[config.mk]
export PLATFORM = sky130hd
export DESIGN_NAME = register_command_framer
export DESIGN_NICKNAME = d
export VERILOG_FILES = /design/src/rcf_pkg.sv /design/src/register_command_framer.sv /design/src/rcf_crc.sv
export SDC_FILE = /design/constraint.sdc
export NUM_CORES = 1
export LEC_CHECK = 0
export BUFFER_PORTS_ARGS = -buffer_cell sky130_fd_sc_hd__buf_2
export CAP_MARGIN = 10
export CORE_AREA = 2 2 93 161
export CTS_BUF_LIST = sky130_fd_sc_hd__clkbuf_2
export DETAILED_ROUTE_END_ITERATION = 8
export DIE_AREA = 0 0 95 163
export HOLD_SLACK_MARGIN = 0.05
export PLACE_DENSITY = 0.57
export SLEW_MARGIN = 20
export SYNTH_ARGS = -nofsm -noshare
export SYNTH_HDL_FRONTEND = slang
export SYNTH_SLANG_ARGS = --single-unit
[constraint.sdc]
create_clock -name i_clk -period 8.8 [get_ports i_clk]
set_input_delay 1.76 -clock i_clk [delete_from_list [all_inputs] [get_ports i_clk]]
set_output_delay 1.76 -clock i_clk [all_outputs]
set_load 0.005 [all_outputs]
[src/rcf_pkg.sv]
package rcf_pkg;

    typedef struct packed {
        logic        op;
        logic [15:0] reg_addr;
        logic [15:0] word;
    } t_req;

    typedef struct packed {
        logic [7:0] out_byte;
        logic       last;
    } t_rsp;

    typedef struct packed {
        logic       init;
        logic       en;
        logic [3:0] nibble;
    } t_crc_ctl;

    typedef enum logic [2:0] {
        S_IDLE,
        S_BODY_LO,
        S_BODY_HI,
        S_CRC_LO,
        S_CRC_HI
    } t_state;

    localparam logic [7:0]  FRAME_SYNC      = 8'hAA;
    localparam logic [7:0]  FUNC_READ       = 8'h03;
    localparam logic [7:0]  FUNC_WRITE      = 8'h10;
    localparam logic [7:0]  WRITE_REG_COUNT = 8'h01;
    localparam logic [7:0]  WRITE_BYTE_CNT  = 8'h02;
    localparam logic [7:0]  ZERO_BYTE       = 8'h00;
    localparam logic [15:0] CRC_INIT        = 16'hFFFF;
    localparam logic [15:0] CRC_POLY        = 16'hA001;

    localparam int          MAX_BODY        = 9;
    localparam int          BODY_W          = MAX_BODY * 8;
    localparam logic [3:0]  READ_BODY       = 4'd6;
    localparam logic [3:0]  WRITE_BODY      = 4'd9;

endpackage

[src/register_command_framer.sv]
// after the request is taken in idle, the body-low and body-high states run before
// the first frame byte is pushed; each body byte passes the low- and high-nibble states
// (nibble-serial crc unit), each crc byte its own state, and output stalls hold them
// the output register lets the next request be taken while the last byte waits
// reset (synchronous, active low) returns to idle and empties the output register
module register_command_framer import rcf_pkg::*; (
    input  logic i_clk,
    input  logic i_rst_n,
    input  logic i_in_valid,
    output logic o_in_stall,
    input  t_req i_in_data,
    output logic o_out_valid,
    input  logic i_out_stall,
    output t_rsp o_out_data
);

    t_state              r_state, n_state;
    logic [BODY_W-1:0]   r_frame, n_frame;
    logic [3:0]          r_left, n_left;
    logic                r_out_valid, n_out_valid;
    t_rsp                r_out, n_out;
    t_crc_ctl            w_crc_ctl;
    logic [15:0]         w_crc;
    logic                w_accept;
    logic                w_free;
    logic                w_push;

    rcf_crc u_crc (
        .i_clk   (i_clk),
        .i_rst_n (i_rst_n),
        .i_ctl   (w_crc_ctl),
        .o_crc   (w_crc)
    );

    assign w_accept = i_in_valid && (r_state == S_IDLE);
    assign w_free   = !r_out_valid || !i_out_stall;

    always_comb begin
        n_state          = r_state;
        n_frame          = r_frame;
        n_left           = r_left;
        n_out            = r_out;
        w_push           = 1'b0;
        w_crc_ctl.init   = 1'b0;
        w_crc_ctl.en     = 1'b0;
        w_crc_ctl.nibble = r_frame[3:0];
        unique case (r_state)
            S_IDLE: begin
                if (w_accept) begin
                    w_crc_ctl.init = 1'b1;
                    n_state        = S_BODY_LO;
                    if (i_in_data.op) begin
                        n_frame = {i_in_data.word[7:0], i_in_data.word[15:8],
                                   WRITE_BYTE_CNT, WRITE_REG_COUNT, ZERO_BYTE,
                                   i_in_data.reg_addr[7:0], i_in_data.reg_addr[15:8],
                                   FUNC_WRITE, FRAME_SYNC};
                        n_left  = WRITE_BODY;
                    end else begin
                        n_frame = {24'd0, i_in_data.word[7:0], ZERO_BYTE,
                                   i_in_data.reg_addr[7:0], i_in_data.reg_addr[15:8],
                                   FUNC_READ, FRAME_SYNC};
                        n_left  = READ_BODY;
                    end
                end
            end
            S_BODY_LO: begin
                w_crc_ctl.en = 1'b1;
                n_state      = S_BODY_HI;
            end
            S_BODY_HI: begin
                w_crc_ctl.nibble = r_frame[7:4];
                if (w_free) begin
                    w_crc_ctl.en   = 1'b1;
                    w_push         = 1'b1;
                    n_out.out_byte = r_frame[7:0];
                    n_out.last     = 1'b0;
                    n_frame        = {8'd0, r_frame[BODY_W-1:8]};
                    n_left         = r_left - 4'd1;
                    n_state        = (r_left == 4'd1) ? S_CRC_LO : S_BODY_LO;
                end
            end
            S_CRC_LO: begin
                if (w_free) begin
                    w_push         = 1'b1;
                    n_out.out_byte = w_crc[7:0];
                    n_out.last     = 1'b0;
                    n_state        = S_CRC_HI;
                end
            end
            S_CRC_HI: begin
                if (w_free) begin
                    w_push         = 1'b1;
                    n_out.out_byte = w_crc[15:8];
                    n_out.last     = 1'b1;
                    n_state        = S_IDLE;
                end
            end
            default: begin
                n_state = S_IDLE;
            end
        endcase
        n_out_valid = w_push || (r_out_valid && i_out_stall);
    end

    always_ff @(posedge i_clk) begin
        if (!i_rst_n) begin
            r_state     <= S_IDLE;
            r_left      <= 4'd0;
            r_out_valid <= 1'b0;
        end else begin
            r_state     <= n_state;
            r_left      <= n_left;
            r_out_valid <= n_out_valid;
        end
    end

    always_ff @(posedge i_clk) begin
        r_frame <= n_frame;
        r_out   <= n_out;
    end

    assign o_in_stall  = (r_state != S_IDLE);
    assign o_out_valid = r_out_valid;
    assign o_out_data  = r_out;

    a_accept_load: assert property (@(posedge i_clk) disable iff (!i_rst_n)
        w_accept |=> (r_state == S_BODY_LO) && (r_left == READ_BODY || r_left == WRITE_BODY))
        else $error("request not loaded");

    a_body_left: assert property (@(posedge i_clk) disable iff (!i_rst_n)
        (r_state == S_BODY_LO || r_state == S_BODY_HI) |-> (r_left != 4'd0))
        else $error("body state with no bytes left");

    a_last_mark: assert property (@(posedge i_clk) disable iff (!i_rst_n)
        (w_push && r_state == S_CRC_HI) |=> (o_out_valid && o_out_data.last))
        else $error("final byte not marked last");

    a_no_early_last: assert property (@(posedge i_clk) disable iff (!i_rst_n)
        (w_push && r_state != S_CRC_HI) |=> !o_out_data.last)
        else $error("last set before final byte");

endmodule

[src/rcf_crc.sv]
module rcf_crc import rcf_pkg::*; (
    input  logic        i_clk,
    input  logic        i_rst_n,
    input  t_crc_ctl    i_ctl,
    output logic [15:0] o_crc
);

    logic [15:0] r_crc;
    logic [15:0] n_crc;

    // reflected crc, one nibble per cycle while enabled, low nibble first
    always_comb begin
        n_crc = r_crc;
        if (i_ctl.init) begin
            n_crc = CRC_INIT;
        end else if (i_ctl.en) begin
            n_crc = r_crc ^ {12'd0, i_ctl.nibble};
            for (int k = 0; k < 4; k++) begin
                n_crc = n_crc[0] ? ((n_crc >> 1) ^ CRC_POLY) : (n_crc >> 1);
            end
        end
    end

    always_ff @(posedge i_clk) begin
        if (!i_rst_n) begin
            r_crc <= CRC_INIT;
        end else begin
            r_crc <= n_crc;
        end
    end

    assign o_crc = r_crc;

endmodule
==> metrics.txt <==
DRT Wirelength=8.339 mm; worst-case clock skew=25.73 ps; Horiz. Die Dim=95 µm; sinks on the clock net=105; via count of the routed design=2,994; Std-Cell Rows=58; router iterations before antenna repair=4; slowest library cell on the worst path=sky130_fd_sc_hd__dfxtp_1; required time of the critical path=roughly 7000 ps; Syn Inst Count=412; Period Utilization, post-route=0.4179; kind of cell adding the most delay to the critical path=flip-flops; crit path buf inv count=1; Antenna Nets Post-Route=0; top cell types by occurrence after synthesis=sky130_fd_sc_hd__nand2_1, sky130_fd_sc_hd__edfxtp_1, sky130_fd_sc_hd__and2_1; core area=14,300 µm²; post-detail-place hpwl=5.423 mm; status=finished, final reports clean; Avg WL per Cell=13.26 µm; post-synth net total=~450; total of warnings raised by yosys=0; power density cells=201.7 nW/µm²; cells taking the most area after synthesis=sky130_fd_sc_hd__edfxtp_1, sky130_fd_sc_hd__dfxtp_1, sky130_fd_sc_hd__nand2_1; Crit path arrival time=1920 ps; number of H-tree branching levels=3; cell with the most instances after synthesis=sky130_fd_sc_hd__nand2_1; Worst-Skew Late Latency=~550 ps; worst-margin pin slew=1046 ps; number of buffers inserted by hold repair at cts=0; setup_tns=0 ps; count of routing violations after the opening detailed-route iteration=151; kind of critical path=flop to primary output; gr ovfl total=0; part of the power in registers=0.603; ys flop type=sky130_fd_sc_hd__edfxtp_1; cell-internal power=0.0007764 W; I/O pin count=48; all-layer global routing usage=0.1163; class of the most critical hold timing path=flop to flop; Achievable Freq=271.9 MHz; height of the chip=163 µm; Slowest Stage Delay on Critical Path=1040 ps; fin crit period=3678 ps; final hold vios=0; Clock Root Buffer=sky130_fd_sc_hd__clkbuf_2; Post-Synthesis Mean Instance Area=~11 µm²; Post-CTS Repair Setup Buffers=0; Layout Cell Area excl Fill=approximately 5200 µm²; largest area contributor in the netlist=sky130_fd_sc_hd__edfxtp_1; vias in the first global route=3,033; Post-synth ARST share=0; number of violations of the max-capacitance limit=0; area share of the largest cell type after synthesis=0.5156; number of gates given a new drive strength after cts=0; DRC violations left=0; floorplan die area=approximately 15,000 µm²; flops & latches, synth=105; RePlAce Congestion=0.7259; standard cell area after detailed placement=5079 µm²; peak fanout along the critical path=33; clock tree from TritonCTS=done; Clock Path Buffers=2; antenna violations before repair=1; logic gate share of total power=0.164; Sw Share=0.2619; number of buffers inserted during clock tree synthesis=9; sequential fraction of the synthesis area=0.6175; pin count of the biggest net entering global routing=a little under 90; leakage component of the power=2.059 nW; Initial Utilization=0.3299; fraction of final layout cells sized beyond drive strength 1=0.1629; Worst Setup End Kind=primary output; Layout Nets=482; final setup violation count=0; wire length of the first global-routing pass=roughly 14 mm; Switch Pwr=0.0002755 W; relative slew slack=0.3023; EDFF count, synth=81; number of unique standard cell types used by synthesis=39; worst setup slack for register-to-register paths=about 5500 ps; Pwr Total=approximately 0.0011 W; clock edge transition at the registers on the reported setup and hold paths=270 ps; vias per inst=4.760; P&R area growth vs syn=10.53%; count of buffers from port buffering=47; launching element type of the critical path=flop; Post-Synthesis Cell Area=4717 µm²; cells along the critical path=or3_1 > buf_2; Worst VDD drop=0.1134 mV; clock network fraction of total power=0.233; number of max-slew violations in the final report=0; RSZ-0062 raised after global routing=no
## power groups by stage
stage,combinational [W],clock [W],sequential (W)
2_1_floorplan,0.000139,0,0.000636
4_1_cts,0.000176,0.000258,0.000635
5_1_grt,0.000196,0.000275,0.000641
3_3_place_gp,0.000172,0,0.000644
3_5_place_dp,0.000175,0,0.000646
6_report,0.000172,0.000245,0.000634
## worst reg2reg max path: stages (launching register included)
cell and delay, ps:
sky130_fd_sc_hd__dfxtp_1 770, sky130_fd_sc_hd__nor3b_4 280, sky130_fd_sc_hd__buf_4 640, sky130_fd_sc_hd__nand2_1 150, sky130_fd_sc_hd__and2_1 230, sky130_fd_sc_hd__inv_2 50, sky130_fd_sc_hd__buf_4 660, sky130_fd_sc_hd__o21ai_0 280
sky130_fd_sc_hd__a21boi_0 190
## cell usage in the layout (no fill, tap or decap), types with 2 or more instances in the layout
master	count
sky130_fd_sc_hd__buf_2	47
sky130_fd_sc_hd__o21ai_0	20
sky130_fd_sc_hd__nand2_1	107
sky130_fd_sc_hd__nand3_1	3
sky130_fd_sc_hd__edfxtp_1	81
sky130_fd_sc_hd__a21boi_0	4
sky130_fd_sc_hd__a21o_1	2
sky130_fd_sc_hd__buf_4	2
sky130_fd_sc_hd__o211ai_1	6
sky130_fd_sc_hd__nor4b_1	2
sky130_fd_sc_hd__xor2_1	2
sky130_fd_sc_hd__clkbuf_2	12
sky130_fd_sc_hd__nor2b_1	2
sky130_fd_sc_hd__nor2_1	6
sky130_fd_sc_hd__xnor2_2	2
sky130_fd_sc_hd__a22oi_1	8
sky130_fd_sc_hd__a22o_1	16
sky130_fd_sc_hd__clkinv_2	2
sky130_fd_sc_hd__and2_1	27
sky130_fd_sc_hd__bufinv_16	2
sky130_fd_sc_hd__inv_1	2
sky130_fd_sc_hd__xnor2_1	5
sky130_fd_sc_hd__a21oi_1	3
sky130_fd_sc_hd__nand2b_1	12
sky130_fd_sc_hd__mux2i_1	15
sky130_fd_sc_hd__ha_1	2
sky130_fd_sc_hd__and3_1	9
sky130_fd_sc_hd__nand3b_1	10
sky130_fd_sc_hd__dfxtp_1	24
## worst paths after layout
path | end | cells past startpoint | start
hold / removal | r_frame[22] | 2 | r_frame[30]
setup / recovery | o_in_stall | 2 | r_state[2]
setup reg to reg | r_left[2] | 8 | r_state[1]
hold reg to reg | r_frame[22] | 2 | r_frame[30]
## cell families after synthesis
group	share of synthesized area
AOI/OAI and AO/OA	0.08727
xor gates and xnor gates	0.03661
adders and majority gates	0.005304
buffers and inverters	0.02653
DFF	0.6175
muxes	0.03475
and+or+nand+nor	0.1920
## sequential cells by signal, summed over array words and instances (netlist names)
name         cells
o_out_valid      1
r_state          3
r_frame         72
o_out_data       9
u_crc.o_crc     16
r_left           4
## final cells by class
type / instances / area [µm²]
sequential: 105 / 2913
inverter: 3 / 11.26
clock buffer: 12 / 60.06
multi-input combinational: 275 / 1682
tap: 180 / 225.2
antenna: 1 / 2.502
clock inverter: 4 / 70.07
timing repair buffer: 49 / 250.2
fill: 1429 / 9082
## layer usage
metal	share of wire	global-route usage	vias to the layer above	routed length (µm)
li1	-	-	1502	-
met1	0.45	0.1448	1420	3763
met2	0.49	0.1928	61	4099
met3	0.037	0.02036	11	310
met4	0.020	0.05599	0	166
met5	0	0	-	0
## stage by stage
stage	setup slack [ps]	hold WS, ps	cells	utilization
floorplan	4585	453.7	412	-
global placement	5130	470.6	612	0.3552
finish	5122	518.5	629	0.3647
global route	4931	526.6	629	0.3647
detailed placement	5115	491.5	612	0.3552
CTS	5064	518.9	628	0.3643
(Power assumes the default switching activity.)
